### src/mia_pkg.sv
// Shared types, constants and arithmetic helpers for the 3x3 adjugate inverse.
// Used by every module of the block; depends on nothing.
`timescale 1ns / 1ps

package mia_pkg;

   localparam int DATA_WIDTH  = 32;
   localparam int FRAC_BITS   = 16;
   localparam int PROD_WIDTH  = 2 * DATA_WIDTH;
   localparam int WIDE_WIDTH  = 2 * DATA_WIDTH + 4;
   localparam int NUM_WIDTH   = DATA_WIDTH + FRAC_BITS + 1;
   localparam int DIV_STEPS   = NUM_WIDTH;
   localparam int QUEUE_DEPTH = 4;
   localparam int QPTR_WIDTH  = $clog2(QUEUE_DEPTH);
   localparam int QCNT_WIDTH  = $clog2(QUEUE_DEPTH + 1);

   typedef logic signed [DATA_WIDTH-1:0] word_type;
   typedef word_type [8:0] mat_type;

   typedef struct packed {
      word_type a11;
      word_type a12;
      word_type a13;
      word_type a21;
      word_type a22;
      word_type a23;
      word_type a31;
      word_type a32;
      word_type a33;
   } req_type;

   typedef struct packed {
      word_type r11;
      word_type r12;
      word_type r13;
      word_type r21;
      word_type r22;
      word_type r23;
      word_type r31;
      word_type r32;
      word_type r33;
      word_type det_value;
      logic     singular;
   } rsp_type;

   // One classified matrix as it travels from the front end to the divider.
   typedef struct packed {
      mat_type  mat;
      mat_type  cof;
      word_type det;
      logic     singular;
   } entry_type;

   typedef struct packed {
      logic not_full;
      logic not_empty;
   } q_status_type;

   localparam logic signed [WIDE_WIDTH-1:0] HALF_LSB =
      WIDE_WIDTH'(1) <<< (FRAC_BITS - 1);

   // Round to FRAC_BITS fewer fraction bits, ties upward.
   function automatic logic signed [WIDE_WIDTH-1:0] round_frac(
      input logic signed [WIDE_WIDTH-1:0] v);
      logic signed [WIDE_WIDTH-1:0] t;
      begin
         t = v + HALF_LSB;
         return t >>> FRAC_BITS;
      end
   endfunction

   // Saturate a wide signed value into one data word.
   function automatic word_type sat_word(input logic signed [WIDE_WIDTH-1:0] v);
      logic all_one;
      logic all_zero;
      begin
         all_one  = &v[WIDE_WIDTH-1:DATA_WIDTH-1];
         all_zero = ~|v[WIDE_WIDTH-1:DATA_WIDTH-1];
         if (all_one || all_zero) begin
            return v[DATA_WIDTH-1:0];
         end else if (v[WIDE_WIDTH-1]) begin
            return {1'b1, {(DATA_WIDTH-1){1'b0}}};
         end else begin
            return {1'b0, {(DATA_WIDTH-1){1'b1}}};
         end
      end
   endfunction

endpackage

### src/mia_queue.sv
// Short queue of classified matrices between the front end and the divider.
// Depends on mia_pkg.
`timescale 1ns / 1ps

module mia_queue import mia_pkg::*; (
   input  logic         clock,
   input  logic         reset,
   input  logic         push,
   input  entry_type    push_data,
   input  logic         pop,
   output entry_type    head,
   output q_status_type q_status
);

   entry_type entry_ff [QUEUE_DEPTH];
   logic [QPTR_WIDTH-1:0] wr_ptr_ff;
   logic [QPTR_WIDTH-1:0] rd_ptr_ff;
   logic [QCNT_WIDTH-1:0] count_ff;
   logic [QCNT_WIDTH-1:0] count_in;

   assign head               = entry_ff[rd_ptr_ff];
   assign q_status.not_full  = (count_ff != QCNT_WIDTH'(QUEUE_DEPTH));
   assign q_status.not_empty = (count_ff != '0);

   always_comb begin
      count_in = count_ff;
      if (push && !pop) begin
         count_in = count_ff + QCNT_WIDTH'(1);
      end else if (pop && !push) begin
         count_in = count_ff - QCNT_WIDTH'(1);
      end
   end

   always_ff @(posedge clock) begin
      if (reset) begin
         wr_ptr_ff <= '0;
         rd_ptr_ff <= '0;
         count_ff  <= '0;
      end else begin
         count_ff <= count_in;
         if (push) begin
            wr_ptr_ff <= wr_ptr_ff + QPTR_WIDTH'(1);
         end
         if (pop) begin
            rd_ptr_ff <= rd_ptr_ff + QPTR_WIDTH'(1);
         end
      end
   end

   always_ff @(posedge clock) begin
      if (push) begin
         entry_ff[wr_ptr_ff] <= push_data;
      end
   end

endmodule

### config.mk
export PLATFORM = sky130hd
export DESIGN_NAME = mia_queue
export DESIGN_NICKNAME = d
export VERILOG_FILES = /design/src/mia_pkg.sv /design/src/mia_queue.sv
export SDC_FILE = /design/constraint.sdc
export NUM_CORES = 2
export LEC_CHECK = 0
export BUFFER_PORTS_ARGS = -buffer_cell sky130_fd_sc_hd__buf_2
export CAP_MARGIN = 20
export CELL_PAD_IN_SITES_DETAIL_PLACEMENT = 1
export CELL_PAD_IN_SITES_GLOBAL_PLACEMENT = 1
export CORE_AREA = 10 10 462 464
export DETAILED_ROUTE_END_ITERATION = 8
export DIE_AREA = 0 0 472 474
export PLACE_DENSITY_LB_ADDON = 0.1
export SLEW_MARGIN = 25
export SYNTH_ARGS = -nofsm -noshare
export SYNTH_HDL_FRONTEND = slang
export SYNTH_SLANG_ARGS = --single-unit
### constraint.sdc
create_clock -name clock -period 17.8 [get_ports clock]
set_input_delay 3.56 -clock clock [delete_from_list [all_inputs] [get_ports clock]]
set_output_delay 3.56 -clock clock [all_outputs]
set_load 0.005 [all_outputs]
==> results.yml <==
timing:
  worst-slew-pin-transition_ns: 1.05
  slew_viol_final: 0
  hold_viol_final: 0
  slew_headroom_pct: 30.1
  skew_ns: 0.0452
  fin_ws_ns: 9.91
  fin_crit_ns: 7.89
  setup_viol: 0
  max_freq_mhz: 127
  rsz0062_at_grt: "false"
  fin_crit_sh_pct: 44.3
synth:
  synthesis.nets: 3845
  netlist_top_cells_area: "edfxtp_1 (83%), mux4_2 (16%), buf_2 (0.41%), dfxtp_1 (0.20%), buf_1 (0.16%)"
  synth.avg_cell_area_um2: 27.3
  ys_warn_count: 0
  syn_inst: 3226
  synth_top_area_cell: "edfxtp_1"
  synth_seq_cells: 2445
  yosysSeqAreaShare_pct: 83.3
  syn_area_um2: 88000
  ys_types: 20
  synth_top_area_share_pct: 83.1
clocking:
  path_clk_slew_ns: 0.06
  cts_setup_buffers: 0
  cts_inserted_buffers: 278
  cts_hold_buf: 0
  clk_latency_ns: 0.89
  ctsResizeCount: 0
  cts_sinks: 2445
  cts_tree: "yes"
  clockRootBuffer: "clkbuf_16"
  cts_max_path_buffers: 4
  htree_levels: 5
pwr:
  ir_worst_vdd_v: 0.0000862
  leakage_nw: 35.1
  power_mw: 13.2
  powerDensity_nw_per_um2: 125
floorplan:
  core_area_um2: 204000
  dieArea_um2: 224000
  start_util_pct: 43.2
  dieHeight_um: 474
  rows: 166
  dieWidth_um: 472
  ios: 1224
detailed_routing:
  drtPass1Iterations: 7
  drt-initial-drc-count: 3562
  vias_per_cell: 5.42
  wl_um: 246000
  ant_nets: 0
  routedWlPerCell_um: 32.5
  detail_route.drc_violations: 0
  vias: 41200
cells_and_area:
  seqCellArea_um2: 73300
  area_growth_pct: 20.2
  fill_cells: 17900
  multiInputGateArea_um2: 14000
  fin_util_pct: 51.9
  final_nets: 5261
  drive_above_1_share_pct: 46.2
global_routing:
  use_met3_pct: 10.2
  grt-ovfl-total: 0
  grt_use_total_pct: 21.6
  grtUsageMet1_pct: 25.1
  grt_pass1_wl_um: 344000
  first_global_vias: 43700
  grt.busiest_layer: "met2"
  grt_max_degree: 152
  grt_use_met2_pct: 35.0
  grt_antenna_before_repair: 246
run:
  drv_cap: 0
worst_setup_path:
  path_class: "flop to primary output"
  critPathRequiredTime_ns: 14.24
  critPathMaxFanout: 63
  cp_data_arrival_time_ns: 4.33
  worst_setup_path_end_kind: "primary output"
  cp-start-kind: "flop"
status:
  run_status: "complete, no violations"
place:
  dp_slack_ns: 10.19
  hpwl_um: 166000
  gp_congestion: 0.787
  port_buffers: 1223
worst_hold_path:
  worst_hold_path_type: "flop to flop"
==> registers in the layout, indices dropped and copies added, names as in the netlist, named ones only <==
name       flops
entry_ff    2436
rd_ptr_ff      2
count_ff       3
wr_ptr_ff      2
==> cell usage after synthesis <==
cell / count
buf_2: 72
buf_1: 38
clkbuf_1: 6
buf_6: 12
xnor2_1: 2
a21oi_1: 1
dfxtp_1: 9
or3_1: 2
mux2i_1: 2
buf_4: 9
xor2_1: 3
fa_1: 1
nor2_1: 8
o21ai_0: 1
mux4_2: 609
ha_1: 5
and2_1: 4
nand2_1: 2
inv_1: 4
edfxtp_1: 2436
==> logic make-up (layout without fill, tap and decap cells) <==
logic type,Yosys count,count (layout),share of synthesized area [%]
adder cells (fa/ha/maj),6,6,0.0938
buffers and inverters,141,1745,0.844
AO/OA/AOI/OAI,2,2,0.0114
multiplexers,611,611,15.6
AND/OR/NAND/NOR,16,16,0.0853
other,0,72,0
XOR/XNOR,5,5,0.0498
flip-flops,2445,2445,83.3
==> path summary, 6_finish.rpt <==
path / start / end / slack, ns / depth (start not counted)
max reg2reg: wr_ptr_ff[0]$_SDFFE_PP0P_ / entry_ff[2][72]$_DFFE_PP_ / 13.59 / 6
max: flop / head[576] / 9.91 / 4
min reg2reg: count_ff[2]$_SDFFE_PP0P_ / count_ff[2]$_SDFFE_PP0P_ / 0.52 / 2
min: count_ff[2]$_SDFFE_PP0P_ / count_ff[2]$_SDFFE_PP0P_ / 0.52 / 2
==> report_power, final <==
group | switching, mW | leakage (nW) | internal (mW) | total [mW]
Sequential | 0.0616 | 22.4 | 6.63 | 6.69
Combinational | 0.729 | 8.61 | 0.522 | 1.25
Clock | 2.17 | 4.03 | 3.09 | 5.26
==> worst max-delay path, stage by stage, from the launching register on <==
cell,delay [ns]
dfxtp_4,0.89
buf_4,0.85
buf_4,0.88
mux4_2,0.53
buf_2,0.18
==> layer usage <==
| layer | vias up | part of all wire (%) |
|---|---|---|
| met4 | 148 | 4.1 |
| li1 | 17100 | - |
| met3 | 691 | 11 |
| met1 | 21600 | 36 |
| met5 | - | 0.36 |
| met2 | 1627 | 49 |
==> metrics by stage <==
stage / cells / hold slack (ns) / instance area, um2 / setup TNS [ns]
after floorplan: 3226 / 0.466 / 88000 / -566.73
after global placement: 7046 / 0.491 / 97300 / 0
after detailed placement: 7048 / 0.516 / 97400 / 0
after CTS: 7516 / 0.528 / 106000 / 0
after global routing: 7543 / 0.568 / 106000 / 0
final: 7590 / 0.517 / 106000 / 0
==> area by class of cell <==
class                           count  area share (%)
Sequential cell                  2445            69.3
Multi-Input combinational cell    640            13.2
Clock buffer                      347            6.92
Timing Repair Buffer             1273            6.40
Tap cell                         2688            3.18
Clock inverter                    121           0.846
Antenna cell                       72           0.170
Inverter                            4          0.0142
==> cells in the final DEF, fill, tap and decap left out, types with 3 or more instances in the layout <==
cell       instances
clkinv_1          60
and2_4             4
clkbuf_1          64
dfxtp_1            7
edfxtp_1        2436
inv_6             10
xor2_1             3
buf_4             29
ha_1               5
mux4_2           609
clkbuf_16        283
inv_1              4
diode_2           72
buf_2           1223
buf_12            15
nor2_1             8
buf_16             4
clkinv_2          37
bufinv_16         13
(Power assumes the default switching activity.)
